===== src/tgc_pkg.sv =====
// Shared types, codes and constants of the touch gesture classifier.
package tgc_pkg;

  // Button table size and derived index widths.
  localparam int MAX_BUTTONS = 16;
  localparam int IDX_W       = $clog2(MAX_BUTTONS);
  localparam int CNT_W       = $clog2(MAX_BUTTONS + 1);

  // Coordinate width of the event and rectangle fields.
  localparam int COORD_W = 12;

  // Configuration register indexes.
  localparam logic CFG_CLICK_RADIUS = 1'b0;
  localparam logic CFG_BUTTON_COUNT = 1'b1;

  // Request kinds.
  localparam logic REQ_EVENT = 1'b0;
  localparam logic REQ_RECT  = 1'b1;

  // Input event types and codes.
  localparam logic [4:0] EV_KEY    = 5'd1;
  localparam logic [4:0] EV_ABS    = 5'd3;
  localparam logic [9:0] ABS_X     = 10'd0;
  localparam logic [9:0] ABS_Y     = 10'd1;
  localparam logic [9:0] KEY_TOUCH = 10'd330;

  // Gesture codes.
  localparam logic [2:0] GEST_TAP   = 3'd0;
  localparam logic [2:0] GEST_LEFT  = 3'd1;
  localparam logic [2:0] GEST_RIGHT = 3'd2;
  localparam logic [2:0] GEST_UP    = 3'd3;
  localparam logic [2:0] GEST_DOWN  = 3'd4;

  // Scaling: x*800/1024 is x*25/32; y*480/600 is (4*y)/5, taken as a
  // multiply by a reciprocal that is exact for 4*y below 16384.
  localparam int TX_MUL    = 25;
  localparam int TX_SHIFT  = 5;
  localparam int TY_RECIP  = 13108;
  localparam int TY_SHIFT  = 16;
  localparam int TX_PROD_W = COORD_W + 5;
  localparam int TY_PROD_W = COORD_W + 2 + 14;

  // Reset values of the configuration registers.
  localparam logic [11:0] CLICK_RADIUS_RST = 12'd50;
  localparam logic [4:0]  BUTTON_COUNT_RST = 5'd0;

  // One stored button rectangle.
  typedef struct packed {
    logic [COORD_W-1:0] left;
    logic [COORD_W-1:0] top;
    logic [COORD_W-1:0] right;
    logic [COORD_W-1:0] bottom;
  } rect_t;

  // Sequencer states.
  typedef enum logic [2:0] {
    S_IDLE,
    S_DIFF,
    S_DECIDE,
    S_SCAN,
    S_DONE
  } state_t;

endpackage


===== src/touch_gesture_classifier.sv =====
// Top level of the touch gesture classifier with its button hit test.
// Axis events and rectangle writes are taken while the sequencer is idle.
// A touch release passes the difference and decision states to a result for a
// swipe or for a tap with no buttons in use; a tap with n buttons in use (n from
// 1 to 16) then walks them, one entry a cycle through the registered read port.
// Synchronous active-low reset sets the control, stroke and config registers; the
// datapath and button table hold no reset; the table is valid only where written.
module touch_gesture_classifier import tgc_pkg::*; (
  input  logic                 clk,
  input  logic                 rst_n,
  // Configuration port
  input  logic                 cfg_we,
  input  logic                 cfg_index,
  input  logic [11:0]          cfg_wdata,
  // Input channel
  input  logic                 in_valid,
  output logic                 in_stall,
  input  logic                 in_req_type,
  input  logic [4:0]           in_ev_type,
  input  logic [9:0]           in_ev_code,
  input  logic [11:0]          in_ev_value,
  input  logic [3:0]           in_slot,
  input  logic [11:0]          in_rect_left,
  input  logic [11:0]          in_rect_top,
  input  logic [11:0]          in_rect_right,
  input  logic [11:0]          in_rect_bottom,
  // Result channel
  output logic                 out_valid,
  input  logic                 out_stall,
  output logic [2:0]           out_gesture,
  output logic [11:0]          out_tap_x,
  output logic [11:0]          out_tap_y,
  output logic                 out_hit,
  output logic [3:0]           out_button
);

  // Configuration registers.
  logic [11:0] click_radius_r;
  logic [4:0]  button_count_r;

  // Stroke state.
  logic [COORD_W-1:0] start_x_r, start_y_r, end_x_r, end_y_r;
  logic               x_lat_r, y_lat_r;

  // Sequencer.
  state_t state_r, state_nxt;

  // Difference stage results.
  logic [COORD_W-1:0]   adx_r, ady_r;
  logic                 dx_pos_r, dy_pos_r;
  logic [TX_PROD_W-1:0] tx_prod_r;
  logic [TY_PROD_W-1:0] ty_prod_r;

  // Tap point and result registers.
  logic [COORD_W-1:0] tx_r, ty_r;
  logic [2:0]         res_gest_r;
  logic               res_hit_r;
  logic [IDX_W-1:0]   res_btn_r;

  // Table walk.
  rect_t              mem [MAX_BUTTONS];
  rect_t              rd_data_r;
  logic [CNT_W-1:0]   idx_r;
  logic [IDX_W-1:0]   rd_idx_r;
  logic               rd_vld_r;

  // Output register.
  logic        out_valid_r;
  logic [2:0]  out_gesture_r;
  logic [11:0] out_tap_x_r, out_tap_y_r;
  logic        out_hit_r;
  logic [3:0]  out_button_r;

  // Control decoded from the state.
  logic in_stall_c, load_out_c, scan_c;

  // Accepted item decode.
  logic in_acc, is_rect, is_x, is_y, is_release;

  assign in_acc     = in_valid && !in_stall_c;
  assign is_rect    = in_req_type == REQ_RECT;
  assign is_x       = !is_rect && in_ev_type == EV_ABS && in_ev_code == ABS_X;
  assign is_y       = !is_rect && in_ev_type == EV_ABS && in_ev_code == ABS_Y;
  assign is_release = !is_rect && in_ev_type == EV_KEY && in_ev_code == KEY_TOUCH &&
                      in_ev_value == '0;

  // Number of entries to walk, held to the table size.
  logic [CNT_W-1:0] n_sat;
  always_comb begin
    if (int'(button_count_r) > MAX_BUTTONS) begin
      n_sat = CNT_W'(MAX_BUTTONS);
    end else begin
      n_sat = CNT_W'(button_count_r);
    end
  end

  // Tap test and rectangle match.
  logic is_tap, match, last_entry;
  assign is_tap     = adx_r <= click_radius_r && ady_r <= click_radius_r;
  assign match      = tx_r >= rd_data_r.left && tx_r <= rd_data_r.right &&
                      ty_r >= rd_data_r.top  && ty_r <= rd_data_r.bottom;
  assign last_entry = CNT_W'(rd_idx_r) + CNT_W'(1) == n_sat;

  // Next state.
  always_comb begin
    state_nxt = state_r;
    unique case (state_r)
      S_IDLE: begin
        if (in_acc && is_release) begin
          state_nxt = S_DIFF;
        end
      end
      S_DIFF: begin
        state_nxt = S_DECIDE;
      end
      S_DECIDE: begin
        if (is_tap && n_sat != '0) begin
          state_nxt = S_SCAN;
        end else begin
          state_nxt = S_DONE;
        end
      end
      S_SCAN: begin
        if (rd_vld_r && (match || last_entry)) begin
          state_nxt = S_DONE;
        end
      end
      S_DONE: begin
        if (!out_valid_r || !out_stall) begin
          state_nxt = S_IDLE;
        end
      end
      default: state_nxt = S_IDLE;
    endcase
  end

  // Controls from the state.
  always_comb begin
    in_stall_c = 1'b1;
    load_out_c = 1'b0;
    scan_c     = 1'b0;
    unique case (state_r)
      S_IDLE:   in_stall_c = 1'b0;
      S_DIFF:   ;
      S_DECIDE: ;
      S_SCAN:   scan_c = 1'b1;
      S_DONE:   load_out_c = !out_valid_r || !out_stall;
      default:  ;
    endcase
  end

  always_ff @(posedge clk) begin
    if (!rst_n) begin
      state_r <= S_IDLE;
    end else begin
      state_r <= state_nxt;
    end
  end

  // Configuration writes.
  always_ff @(posedge clk) begin
    if (!rst_n) begin
      click_radius_r <= CLICK_RADIUS_RST;
      button_count_r <= BUTTON_COUNT_RST;
    end else if (cfg_we) begin
      unique case (cfg_index)
        CFG_CLICK_RADIUS: click_radius_r <= cfg_wdata;
        CFG_BUTTON_COUNT: button_count_r <= cfg_wdata[4:0];
        default: ;
      endcase
    end
  end

  // Stroke latches: first coordinate latched, last tracked, all cleared
  // once the release has been captured.
  always_ff @(posedge clk) begin
    if (!rst_n) begin
      start_x_r <= '0;
      start_y_r <= '0;
      end_x_r   <= '0;
      end_y_r   <= '0;
      x_lat_r   <= 1'b0;
      y_lat_r   <= 1'b0;
    end else if (state_r == S_DIFF) begin
      start_x_r <= '0;
      start_y_r <= '0;
      end_x_r   <= '0;
      end_y_r   <= '0;
      x_lat_r   <= 1'b0;
      y_lat_r   <= 1'b0;
    end else if (in_acc && is_x) begin
      if (!x_lat_r) begin
        start_x_r <= in_ev_value;
        x_lat_r   <= 1'b1;
      end
      end_x_r <= in_ev_value;
    end else if (in_acc && is_y) begin
      if (!y_lat_r) begin
        start_y_r <= in_ev_value;
        y_lat_r   <= 1'b1;
      end
      end_y_r <= in_ev_value;
    end
  end

  // Difference stage: magnitudes, signs and the two scaling products.
  always_ff @(posedge clk) begin
    if (state_r == S_DIFF) begin
      adx_r     <= (start_x_r >= end_x_r) ? start_x_r - end_x_r : end_x_r - start_x_r;
      ady_r     <= (start_y_r >= end_y_r) ? start_y_r - end_y_r : end_y_r - start_y_r;
      dx_pos_r  <= start_x_r > end_x_r;
      dy_pos_r  <= start_y_r > end_y_r;
      tx_prod_r <= TX_PROD_W'(start_x_r) * TX_PROD_W'(TX_MUL);
      ty_prod_r <= TY_PROD_W'({start_y_r, 2'b00}) * TY_PROD_W'(TY_RECIP);
    end
  end

  // Decision and walk results.
  always_ff @(posedge clk) begin
    if (state_r == S_DECIDE) begin
      res_hit_r <= 1'b0;
      res_btn_r <= '0;
      if (is_tap) begin
        res_gest_r <= GEST_TAP;
        tx_r       <= tx_prod_r[TX_SHIFT +: COORD_W];
        ty_r       <= ty_prod_r[TY_SHIFT +: COORD_W];
      end else begin
        tx_r <= '0;
        ty_r <= '0;
        if (adx_r > ady_r) begin
          res_gest_r <= dx_pos_r ? GEST_LEFT : GEST_RIGHT;
        end else begin
          res_gest_r <= dy_pos_r ? GEST_UP : GEST_DOWN;
        end
      end
    end else if (scan_c && rd_vld_r && match) begin
      res_hit_r <= 1'b1;
      res_btn_r <= rd_idx_r;
    end
  end

  // Button table: written by rectangle items, read one entry a cycle.
  always_ff @(posedge clk) begin
    if (in_acc && is_rect && int'(in_slot) < MAX_BUTTONS) begin
      mem[IDX_W'(in_slot)] <= '{left:   in_rect_left,
                                top:    in_rect_top,
                                right:  in_rect_right,
                                bottom: in_rect_bottom};
    end
  end

  always_ff @(posedge clk) begin
    rd_data_r <= mem[idx_r[IDX_W-1:0]];
    rd_idx_r  <= idx_r[IDX_W-1:0];
  end

  // Walk counter and read-valid flag.
  always_ff @(posedge clk) begin
    if (!rst_n) begin
      idx_r    <= '0;
      rd_vld_r <= 1'b0;
    end else begin
      rd_vld_r <= scan_c && idx_r < n_sat && !(rd_vld_r && (match || last_entry));
      if (scan_c) begin
        idx_r <= idx_r + CNT_W'(1);
      end else begin
        idx_r <= '0;
      end
    end
  end

  // Output register.
  always_ff @(posedge clk) begin
    if (!rst_n) begin
      out_valid_r <= 1'b0;
    end else if (load_out_c) begin
      out_valid_r <= 1'b1;
    end else if (!out_stall) begin
      out_valid_r <= 1'b0;
    end
  end

  always_ff @(posedge clk) begin
    if (load_out_c) begin
      out_gesture_r <= res_gest_r;
      out_tap_x_r   <= tx_r;
      out_tap_y_r   <= ty_r;
      out_hit_r     <= res_hit_r;
      out_button_r  <= 4'(res_btn_r);
    end
  end

  assign in_stall    = in_stall_c;
  assign out_valid   = out_valid_r;
  assign out_gesture = out_gesture_r;
  assign out_tap_x   = out_tap_x_r;
  assign out_tap_y   = out_tap_y_r;
  assign out_hit     = out_hit_r;
  assign out_button  = out_button_r;

endmodule


===== config.mk =====
export PLATFORM = sky130hd
export DESIGN_NAME = touch_gesture_classifier
export DESIGN_NICKNAME = d
export VERILOG_FILES = /design/src/tgc_pkg.sv /design/src/touch_gesture_classifier.sv
export SDC_FILE = /design/constraint.sdc
export NUM_CORES = 1
export LEC_CHECK = 0
export ABC_AREA = 1
export CAP_MARGIN = 40
export CORE_MARGIN = 5
export CORE_UTILIZATION = 40
export DETAILED_ROUTE_END_ITERATION = 7
export DONT_BUFFER_PORTS = 1
export PLACE_DENSITY = 0.6
export SYNTH_ARGS = -nofsm -noshare
export SYNTH_HDL_FRONTEND = slang
export SYNTH_SLANG_ARGS = --single-unit

===== constraint.sdc =====
create_clock -name clk -period 4 [get_ports clk]
set_input_delay 0.2 -clock clk [delete_from_list [all_inputs] [get_ports clk]]
set_output_delay 0.2 -clock clk [all_outputs]
set_load 0.02 [all_outputs]

# Word-level counts from Yosys, hierarchy flattened
# Memory sizes are Yosys's and may differ from the RTL's. A register that Yosys moved wholly into a read port is not among the register bits.
# Index checks and enable logic that the tools add are counted.
dict set report op_classes {
  addsub 6
  n_mul 2
  order_cmp 13
  n_eq_ne 13
  n_mux 18
  bitwise_logic 5
  n_reduce_logical 39
}
# cell n
set ops {}
lappend ops {{$ge A12 B12 Y1} 4}
lappend ops {{$le A12 B12 Y1} 4}
lappend ops {{$sub A12 B12 Y12} 4}
lappend ops {{$gt A12 B12 Y1} 3}
lappend ops {{$mul A12 B12 Y24 const B} 1}
lappend ops {{$mux W12} 2}
lappend ops {{$logic_and A1 B1 Y1} 21}
lappend ops {{$mux W3} 6}
lappend ops {{$mul A12 B5 Y17 const B} 1}
lappend ops {{$pmux W3 S5} 1}
lappend ops {{$logic_not A12 Y1} 1}
lappend ops {{$eq A10 B1 Y1 const B} 1}
lappend ops {{$eq A10 B9 Y1 const B} 1}
lappend ops {{$logic_not A10 Y1} 1}
lappend ops {{$reduce_and A2 Y1} 5}
lappend ops {{$mux W1} 7}
lappend ops {{$eq A3 B2 Y1 const B} 2}
lappend ops {{$reduce_and A3 Y1} 2}
lappend ops {{$add A4 B1 Y5 const B} 1}
lappend ops {{$add A5 B1 Y5 const B} 1}
lappend ops {{$eq A5 B1 Y1 const B} 1}
lappend ops {{$eq A5 B2 Y1 const B} 1}
lappend ops {{$eq A5 B5 Y1} 1}
lappend ops {{$gt A5 B5 Y1 const B} 1}
lappend ops {{other kinds (13)} 23}
dict set report word_totals {
  ff_bits 212
  ram_bits 768
  input_bits 98
  output_inout_bits 34
  mem_count 1
}
# memory words word_bits read_ports rd_clocked_by_memory_dff write_ports line
set mem_list {}
lappend mem_list {mem 16 48 1 1 1 touch_gesture_classifier.sv:61} ;# rect_t mem [MAX_BUTTONS];

# Logic depth before layout (Yosys ltp)
# Gate-level depths: netlist of the first run.
dict set report depth {
  ltp_word 8
  mapped_depth 20
  ltp_nobuf 20
}

# Worst setup path after synthesis of the first run
# Ideal clock, no wire load.
dict set report synth_path {
  path_type {register -> register}
  from {register start_y_r[6]}
  to {register ty_prod_r[25], data pin}
  setup_time_ps 252
  t_arrival_ps 3909
  required_ps 3748
  path_slack_ps -161
  stages_incl_launch_ff 18
  synth_period_minus_slack_ps 4161
  path_cell_list {dfxtp_1 -> ha_1 -> inv_1 -> fa_1 -> inv_1 -> fa_1 -> fa_1 -> inv_1 -> fa_1 -> inv_1 -> ha_1 -> nand2_1 -> nor3_1 -> a21oi_1 -> o21bai_1 -> nand2_1 -> nand3_1 -> nand2_1}
}
dict set report synth_between {
  elab_chain_cells 1
}
# element line
set synth_lines {}
lappend synth_lines {{start: declaration} touch_gesture_classifier.sv:42} ;# logic [COORD_W-1:0] start_x_r, start_y_r, end_x_r, end_y_r;
lappend synth_lines {{start signal: assignment} touch_gesture_classifier.sv:199} ;# start_y_r <= in_ev_value;
lappend synth_lines {{$mul A12 B12 Y24} touch_gesture_classifier.sv:214} ;# ty_prod_r <= TY_PROD_W'({start_y_r, 2'b00}) * TY_PROD_W'(TY_RECIP);
lappend synth_lines {{end signal: assignment} touch_gesture_classifier.sv:214}
lappend synth_lines {{end: declaration} touch_gesture_classifier.sv:52} ;# logic [TY_PROD_W-1:0] ty_prod_r;
# Every way passes these cells.
# A chain may end at the register's enable or synchronous reset.

# Worst setup path after layout of the first run
dict set report layout_path {
  from {register start_y_r[3]}
  to {register ty_prod_r[27], data pin}
}
# Same word-level chain as after synthesis.

==> out/metrics.cfg, run 1 <==
[floorplan]
die_w_um = 351
die_h_um = 351
dieArea_sq_um = 123000
fp-row-count = 125
io_pins = 132
initial_core_util_pct = 40.1
core_sq_um = 116000

[detailed_routing]
antenna_left = 0
first_pass_iters = 6
routed_wl_mm = 117
routed_via_density = 5.24
wl_per_cell_um = 20.6
drt_iter0_drc = 2435
drc = 0
vias = 29700

[clocking]
h-tree-depth = 3
clk_latency_ns = 0.69
cts.sinks = 1011
cts_tree = done
clkTransAtPathRegs_ns = 0.06
numCtsBuffers = 100
clock_path_buffers = 3
root_buffer = clkbuf_16

[hold_path]
min_from = in_slot[2]
hold_end = mem[14][38]$_DFFE_PP_
whs_path_depth = 2
min_path_type = in -> reg

[grt]
track_usage_pct = 18.7
grt_overflow_total = 0
antenna_found_initial = 10
grt_start_max_net_pins = 109
grt_pass1_vias = 29000
grt_first_pass_wirelength_mm = 177

[pwr]
p_per_area_nw_per_um2 = 438
p_leak_nw = 20.0
fin_total_pwr_mw = 23.4
worst_ir_drop_vdd_mv = 0.370

[setup_path]
crit_top_cell = fa_1
required_ns = 4.43
worst-path-max-fanout = 4
worstReg2RegEnd = ty_prod_r[27]$_DFFE_PP_
crit_chain = ha_4 -> inv_2 -> fa_1 -> inv_1 -> fa_1 -> fa_1 -> inv_2 -> fa_1 -> inv_2 -> ha_4 -> a21oi_4 -> o21a_1 -> nand2_2 -> buf_4 -> buf_4 -> nand2_2 -> nand3_2 -> xor2_1
critPathArrivalTime_ns = 4.64
end_kind = flip-flop
critPathSlowestCell = fa_1
start_kind = flip-flop
rr_worst_depth = 18
ff2ff_setup_slack_ns = -0.21
path_class = reg -> reg
reg2reg_from = start_y_r[3]$_SDFFE_PP0P_
slowest_delay_ns = 0.53
worstSetupStartpoint = start_y_r[3]$_SDFFE_PP0P_

[yosys]
seq_area_frac_synth_pct = 62.5
ys_ff_latch = 1011
synth_edf_count = 877
yosys-top-cells-area = edfxtp_1 57%, ha_1 7.1%, dfxtp_1 5.8%
syn_area_per_cell_sq_um = 11.8
ys.flop_type = edfxtp_1
synth_top_area_share_pct = 56.7
syn_area_sq_um = 46400
ys_warn_count = 0
synth.distinct_cells = 56
synthArstFlopShare_pct = 0
synth_nets = 4334
synth_top_area_cell = edfxtp_1
syn_inst = 3925

[timing]
timing.slew.headroom_pct = 44.3
drv_slew = 0
setup_violations = 9
final.min_clock_period_ns = 4.21
setup_tns_ns = -0.938
setup_ws_ns = -0.210
period_share_pct = 105
worst_pin_slew_ns = 0.836
rsz0062_at_grt = true
clock.fmax_mhz = 238
skew_ns = 0.0668
hold_viol_final = 0

[outcome]
status = complete, but fails checks
violations = negative setup slack

[flow_run]
cap_violations = 0

[placement]
place_area_sq_um = 48800
dpl.hpwl_mm = 72.5
io_buffers = 0
gp_congestion = 0.883
placed_cells = 5378
place_ws_ns = -0.203

[finish]
final_common_cell = edfxtp_1
fin_cells = 5662
layout_common_cells = 877 x edfxtp_1, 599 x nor2_1, 391 x nand2_1
synthToLayoutAreaGrowth_pct = 14.8
final_area_sq_um = 53300
fill_cells = 10400
nNetsFinal = 4453
drive_gt1_share_pct = 9.39

metal layers:
metal | GRT usage (%) | routed length (um) | up-vias
met5 | 0 | 68 | -
met2 | 31.0 | 55400 | 768
li1 | - | - | 14200
met3 | 4.43 | 7810 | 160
met4 | 5.10 | 2780 | 10
met1 | 24.9 | 50800 | 14500
worst max path at each step:
stage | endpoint | depth (start not counted)
floorplan | ty_prod_r[25]$_DFFE_PP_ | 18
global placement | ty_prod_r[25]$_DFFE_PP_ | 18
detailed placement | ty_prod_r[23]$_DFFE_PP_ | 17
CTS | ty_prod_r[23]$_DFFE_PP_ | 17
global route | ty_prod_r[25]$_DFFE_PP_ | 19
finish | ty_prod_r[27]$_DFFE_PP_ | 18
stage by stage:
step	hold WS [ns]	utilization [%]
floorplan	0.299	-
global placement	0.300	42.1
detailed placement	0.300	42.2
CTS	0.0261	45.9
global route	0.0824	46.0
finish	0.0770	46.1
where the power goes:
| part | internal (mW) | switching [mW] | leakage, nW |
|---|---|---|---|
| Clock | 5.46 | 4.06 | 1.63 |
| Sequential | 12.0 | 0.387 | 9.04 |
| Combinational | 0.455 | 1.04 | 9.29 |
flip-flops by register name, summed over array words and instances (netlist names), 4 cells and up:
register	flops
rd_idx_r	4
out_tap_y	12
idx_r	5
button_count_r	5
ty_prod_r	12
res_btn_r	4
start_y_r	12
out_tap_x	12
tx_prod_r	12
mem	768
click_radius_r	12
start_x_r	12
ty_r	12
out_button	4
tx_r	12
rd_data_r	48
ady_r	12
adx_r	12
end_y_r	12
end_x_r	12
cell usage after synthesis (6+ instances only):
cell type  instances
a21oi_1          121
edfxtp_1         877
clkbuf_2           8
nand2_1          397
a21o_1            11
dfxtp_1          134
xor2_1            43
nand4_1           23
o21bai_1           6
o221ai_1          77
fa_1              48
nor2_1           619
nor3_1            11
buf_4             17
a211oi_1          27
o21ai_0          244
inv_1            391
xnor2_1           21
clkbuf_1          83
mux2i_1           77
buf_2             61
o32ai_1          117
nand3_1          118
o211ai_1          30
ha_1             263
a211oi_2          24
buf_6             10
timing repair:
action | CTS | global route
gates resized for setup | 18 | 31
pin swaps | 12 | 17
endpoints found under the setup margin | 8 | 12
endpoints found under the hold margin | 851 | 0
setup buffers | 3 | 3
hold buffers | 82 | 0
critical path: cells and delay by family (launching register included):
| family | cells | cell delay (ns) |
|---|---|---|
| buf+inv | 6 | 0.42 |
| flops | 1 | 0.36 |
| fa+ha+maj | 6 | 2.56 |
| xor+xnor | 1 | 0.15 |
| compound gates | 2 | 0.28 |
| simple gates | 3 | 0.20 |
kinds of logic after synthesis:
| logic type | after synthesis | share of synthesized area [%] |
|---|---|---|
| AO/OA/AOI/OAI | 685 | 9.90 |
| XOR/XNOR | 64 | 1.21 |
| adder cells (fa/ha/maj) | 311 | 9.16 |
| buffers and inverters | 579 | 5.17 |
| flip-flops | 1011 | 62.5 |
| multiplexers | 77 | 1.66 |
| AND/OR/NAND/NOR | 1198 | 10.4 |
cell type report:
class                   count  area (sq um)  area share, %
flip-flops and latches   1011         29000           54.5
multi-input cells        2335         15400           28.9
clock buffers             146          2890           5.43
repair buffers            201          2050           3.85
well taps                1524          1910           3.58
inverters                 395          1490           2.80
clock inverters            44           487          0.913
diodes                      6          15.0         0.0282
Power figures use the tool's default switching activity.
==> run 2, diff against run 1 <==
--- a/config.mk
+++ b/config.mk
@@ -9,9 +9,12 @@
 export CAP_MARGIN = 40
 export CORE_MARGIN = 5
 export CORE_UTILIZATION = 40
+export CTS_CLUSTER_SIZE = 16
 export DETAILED_ROUTE_END_ITERATION = 7
 export DONT_BUFFER_PORTS = 1
+export MAX_ROUTING_LAYER = met4
 export PLACE_DENSITY = 0.6
 export SYNTH_ARGS = -nofsm -noshare
 export SYNTH_HDL_FRONTEND = slang
 export SYNTH_SLANG_ARGS = --single-unit
+export TNS_END_PERCENT = 20
==> run 2 against run 1 <==
- the run still ends with negative setup slack left
- final area fell by 0.27%
- clock skew fell by 0.024 ns
- count of clock-buffer cells in the layout fell by 3
==> out/metrics.cfg, run 2 (same netlist as run 1, synthesis figures left out) <==
[grt]
grt_start_max_net_pins = 132
grt_pass1_vias = 29200
track_usage_pct = 19.6
antenna_found_initial = 7
grt_overflow_total = 0
grt_first_pass_wirelength_mm = 180

[setup_path]
end_kind = flip-flop
path_class = reg -> reg
required_ns = 4.44
critPathArrivalTime_ns = 4.60
start_kind = flip-flop
worst-path-max-fanout = 4
ff2ff_setup_slack_ns = -0.16

[placement]
io_buffers = 0
gp_congestion = 0.898
dpl.hpwl_mm = 72.3
place_area_sq_um = 48800
placed_cells = 5375

[detailed_routing]
routed_via_density = 5.26
first_pass_iters = 5
drc = 0
antenna_left = 0
drt_iter0_drc = 2383
routed_wl_mm = 118
wl_per_cell_um = 20.8
vias = 29800

[floorplan]
die_w_um = 351
dieArea_sq_um = 123000
initial_core_util_pct = 40.1
fp-row-count = 125
die_h_um = 351
io_pins = 132
core_sq_um = 116000

[clocking]
cts.sinks = 1011
numCtsBuffers = 100
h-tree-depth = 3
clock_path_buffers = 3
cts_tree = done
clkTransAtPathRegs_ns = 0.06
root_buffer = clkbuf_16
clk_latency_ns = 0.69

[timing]
clock.fmax_mhz = 240
worst_pin_slew_ns = 0.970
drv_slew = 0
hold_viol_final = 0
timing.slew.headroom_pct = 35.3
setup_violations = 8
period_share_pct = 104
rsz0062_at_grt = true
final.min_clock_period_ns = 4.16
skew_ns = 0.0433
setup_ws_ns = -0.158

[finish]
final_area_sq_um = 53200
final_common_cell = edfxtp_1
largest_registers = mem x768, rd_data_r x48
drive_gt1_share_pct = 8.77
layout_common_cells = 877 x edfxtp_1, 600 x nor2_1, 393 x nand2_1
largest_reg_flops = 768
nNetsFinal = 4450
fin_cells = 5657
regArea_sq_um = 29000
regMostFlops = mem
multiInputGateArea_sq_um = 15300
fill_cells = 10400
synthToLayoutAreaGrowth_pct = 14.5

[pwr]
worst_ir_drop_vdd_mv = 0.444
p_per_area_nw_per_um2 = 440
p_leak_nw = 19.9

[outcome]
violations = negative setup slack
status = complete, but fails checks

[flow_run]
cap_violations = 0

[hold_path]
min_path_type = in -> reg

==> run 2: report_power, final <==
| group | leakage (nW) | internal [mW] | switching (mW) |
|---|---|---|---|
| clock network | 1.62 | 5.44 | 4.05 |
| registers | 9.04 | 12.0 | 0.390 |
| logic | 9.25 | 0.459 | 1.05 |
| total | 19.9 | 17.9 | 5.50 |
==> run 2: final cells by class <==
type	count	share of cell area [%]
multi-input cells	2335	28.8
diodes	7	0.0330
clock inverters	44	1.02
repair buffers	198	3.83
well taps	1524	3.59
flip-flops and latches	1011	54.6
clock buffers	143	5.28
inverters	395	2.80
==> run 2: timing repair <==
item / in CTS / in global routing
buffers inserted: 1 / 1
setup endpoints to repair: 9 / 12
hold buffers: 86 / 0
pin swaps: 7 / 4
hold endpoints to repair: 843 / 0
resized for setup: 16 / 11
==> run 2: path summary, 6_finish.rpt <==
path,endpoint,startpoint,cells after the start
worst max-delay path,ty_prod_r[23]$_DFFE_PP_,start_y_r[1]$_SDFFE_PP0P_,16
worst min-delay path,x_lat_r$_SDFFE_PP0P_,in_ev_code[0],5
worst max register to register,ty_prod_r[23]$_DFFE_PP_,start_y_r[1]$_SDFFE_PP0P_,16
worst min register to register,rd_idx_r[3]$_DFF_P_,idx_r[3]$_SDFF_PN0_,0
==> run 2: worst max-delay path, cell delays in order (launching register included) <==
cell and delay [ns]:
dfxtp_2 0.34, ha_1 0.31, xor2_1 0.15, ha_1 0.33
fa_1 0.45, fa_1 0.49, inv_1 0.05, fa_1 0.47
inv_1 0.04, ha_1 0.32, a21oi_1 0.23, o21a_1 0.15
nand2_2 0.08, a21oi_2 0.13, o21bai_1 0.11, buf_4 0.14
xor2_1 0.13
==> run 2: per-layer routing <==
layer | vias to the layer above | track usage (%) | routed length, um
met1 | 14800 | 25.3 | 51500
met2 | 665 | 32.4 | 57500
li1 | 14200 | - | -
met3 | 151 | 3.78 | 6800
met4 | 0 | 4.42 | 1970
met5 | - | - | 0
==> run 2: stage by stage <==
| stage | setup WS [ns] | TNS (ns) | util (%) | power, mW | hold slack [ns] |
|---|---|---|---|---|---|
| after floorplan | -0.00996 | -0.00996 | - | 13.3 | 0.299 |
| after global placement | -0.156 | -0.885 | 42.1 | 13.9 | 0.300 |
| after CTS | -0.143 | -0.510 | 45.9 | 23.6 | 0.0346 |
| after detailed placement | -0.231 | -1.29 | 42.2 | 13.9 | 0.300 |
| final | -0.158 | -0.854 | 45.9 | 23.4 | 0.0938 |
| after global routing | -0.335 | -2.62 | 45.9 | 24.2 | 0.0906 |
==> run 3, diff against run 2 <==
--- a/config.mk
+++ b/config.mk
@@ -14,6 +14,7 @@
 export DONT_BUFFER_PORTS = 1
 export MAX_ROUTING_LAYER = met4
 export PLACE_DENSITY = 0.6
+export SLEW_MARGIN = 10
 export SYNTH_ARGS = -nofsm -noshare
 export SYNTH_HDL_FRONTEND = slang
 export SYNTH_SLANG_ARGS = --single-unit
==> constraint.sdc (replaced) <==
create_clock -name clk -period 4 [get_ports clk]
set_input_delay 1 -clock clk [delete_from_list [all_inputs] [get_ports clk]]
set_output_delay 1 -clock clk [all_outputs]
set_load 0.02 [all_outputs]
==> run 3 against run 2 <==
- the flow still finishes with violations (negative setup slack)
- sequential share of layout area rose by 0.67 points
- count of clock-buffer cells in the layout fell by 16
- hold slack improved by 0.31 ns
- setup slack barely moved
- utilization fell by 0.55 points
- highest routed layer unchanged
==> out/metrics.cfg, run 3 (same netlist as run 1, synthesis figures left out) <==
[outcome]
status = complete, but fails checks
violations = negative setup slack

[placement]
io_buffers = 0
dpl.hpwl_mm = 75.0
gp_congestion = 0.900
placed_cells = 5382

[timing]
hold_viol_final = 0
hold_ws_ns = 0.408
drv_slew = 0
setup_violations = 9
clock.fmax_mhz = 240
rsz0062_at_grt = true
setup_ws_ns = -0.158
worst_pin_slew_ns = 0.890
timing.slew.headroom_pct = 40.6
final.min_clock_period_ns = 4.16
skew_ns = 0.0243
period_share_pct = 104

[floorplan]
initial_core_util_pct = 40.1
die_w_um = 351
io_pins = 132
core_sq_um = 116000
fp-row-count = 125
die_h_um = 351
dieArea_sq_um = 123000

[clocking]
cts.sinks = 1011
root_buffer = clkbuf_16
cts_tree = done
numCtsBuffers = 100
clkTransAtPathRegs_ns = 0.06
h-tree-depth = 3
clk_latency_ns = 0.69
clock_path_buffers = 3

[hold_path]
whs_path_depth = 0
min_path_type = in -> reg
min_from = in_rect_bottom[10]
hold_end = mem[13][10]$_DFFE_PP_

[setup_path]
worstReg2RegEnd = ty_prod_r[25]$_DFFE_PP_
path_class = reg -> reg
required_ns = 4.42
start_kind = flip-flop
rr_worst_depth = 17
worst-path-max-fanout = 4
slowest_delay_ns = 0.55
reg2reg_from = start_y_r[7]$_SDFFE_PP0P_
end_kind = flip-flop
ff2ff_setup_slack_ns = -0.16
critPathArrivalTime_ns = 4.58
crit_chain = ha_4 -> inv_2 -> fa_1 -> inv_2 -> fa_1 -> fa_1 -> inv_1 -> fa_1 -> inv_2 -> ha_4 -> nand2_4 -> nor3_4 -> a21oi_2 -> o21bai_1 -> nand2_1 -> nand3_1 -> nand2_1
crit_top_cell = fa_1
critPathSlowestCell = fa_1

[grt]
grt_pass1_vias = 28900
antenna_found_initial = 0
track_usage_pct = 19.4
grt_first_pass_wirelength_mm = 177
grt_start_max_net_pins = 150
grt_overflow_total = 0

[finish]
drive_gt1_share_pct = 9.54
largest_reg_flops = 768
nNetsFinal = 4372
diodes = 0
layout_common_cells = 877 x edfxtp_1, 598 x nor2_1, 393 x nand2_1
fin_cells = 5572
regMostFlops = mem
final_common_cell = edfxtp_1
largest_registers = mem x768, rd_data_r x48
synthToLayoutAreaGrowth_pct = 13.1

[pwr]
p_per_area_nw_per_um2 = 445
worst_ir_drop_vdd_mv = 0.319
p_leak_nw = 19.6

[detailed_routing]
wl_per_cell_um = 21.0
antenna_left = 0
drt_iter0_drc = 2190
vias = 29400
first_pass_iters = 5
routed_wl_mm = 117
routed_via_density = 5.27
drc = 0

[flow_run]
cap_violations = 0

## run 3: cell types whose count changed in the layout (fill, tap and decap cells not counted), sizes merged
cell | before | now
buf | 112 | 120
bufinv | 8 | 14
clkbuf | 143 | 127
clkinv | 33 | 35
clkinvlp | 1 | 8
diode | 7 | 0
dlygate4sd3 | 86 | 0
inv | 397 | 398
## run 3: what timing repair did
action / CTS / global route
buffers inserted: 2 / 1
pin swaps: 9 / 3
gates resized for setup: 18 / 17
setup endpoints to repair: 9 / 12
hold buffers: 0 / 0
hold endpoints to repair: 0 / 0
## run 3: through the flow
stage / worst slack [ns] / setup TNS [ns] / area [sq um] / util [%] / power [mW]
finish: -0.158 / -0.565 / 52500 / 45.4 / 23.4
global route: -0.341 / -2.03 / 52500 / 45.4 / 24.3
CTS: -0.139 / -0.513 / 52400 / 45.3 / 23.6
detailed placement: -0.204 / -1.21 / 48900 / 42.3 / 13.9
global placement: -0.183 / -1.10 / 48800 / 42.2 / 13.9
floorplan: -0.00996 / -0.00996 / 46500 / - / 13.3
## run 3: how the worst max path moves through the flow
stage | startpoint | to | slack (ns) | cells after the start
global route | start_y_r[7]$_SDFFE_PP0P_ | ty_prod_r[25]$_DFFE_PP_ | -0.34 | 17
global placement | start_y_r[7]$_SDFFE_PP0P_ | ty_prod_r[25]$_DFFE_PP_ | -0.18 | 17
CTS | start_y_r[7]$_SDFFE_PP0P_ | ty_prod_r[25]$_DFFE_PP_ | -0.14 | 18
floorplan | start_y_r[7]$_SDFFE_PP0P_ | ty_prod_r[25]$_DFFE_PP_ | -0.01 | 18
detailed placement | start_y_r[7]$_SDFFE_PP0P_ | ty_prod_r[25]$_DFFE_PP_ | -0.20 | 17
finish | start_y_r[7]$_SDFFE_PP0P_ | ty_prod_r[25]$_DFFE_PP_ | -0.16 | 17
## run 3: worst max-delay path: cells and delay by family (launching register included)
family	cells	cell delay [ns]
buffers and inverters	4	0.19
adder cells (fa/ha/maj)	6	2.55
AO/OA/AOI/OAI	2	0.28
flip-flops	1	0.37
AND/OR/NAND/NOR	5	0.55
## run 3: where the power goes
group          total [mW]  leakage (nW)  switching (mW)  internal, mW
registers            12.3          9.04           0.376          12.0
logic                1.32          8.95           0.913         0.410
clock network        9.73          1.66            4.04          5.69
## run 3: cell type report
class | count | area, sq um
Sequential cell | 1011 | 29000
Clock buffer | 127 | 2690
Clock inverter | 60 | 744
Tap cell | 1524 | 1910
Multi-Input combinational cell | 2335 | 15400
Fill cell | 10500 | 63200
Timing Repair Buffer | 120 | 1290
Inverter | 395 | 1490
## run 3: layer usage
metal | share of wire (%) | GRT usage [%]
met5 | 0 | -
met4 | 1.7 | 4.19
met3 | 6.1 | 3.86
met2 | 48 | 31.5
met1 | 44 | 25.4
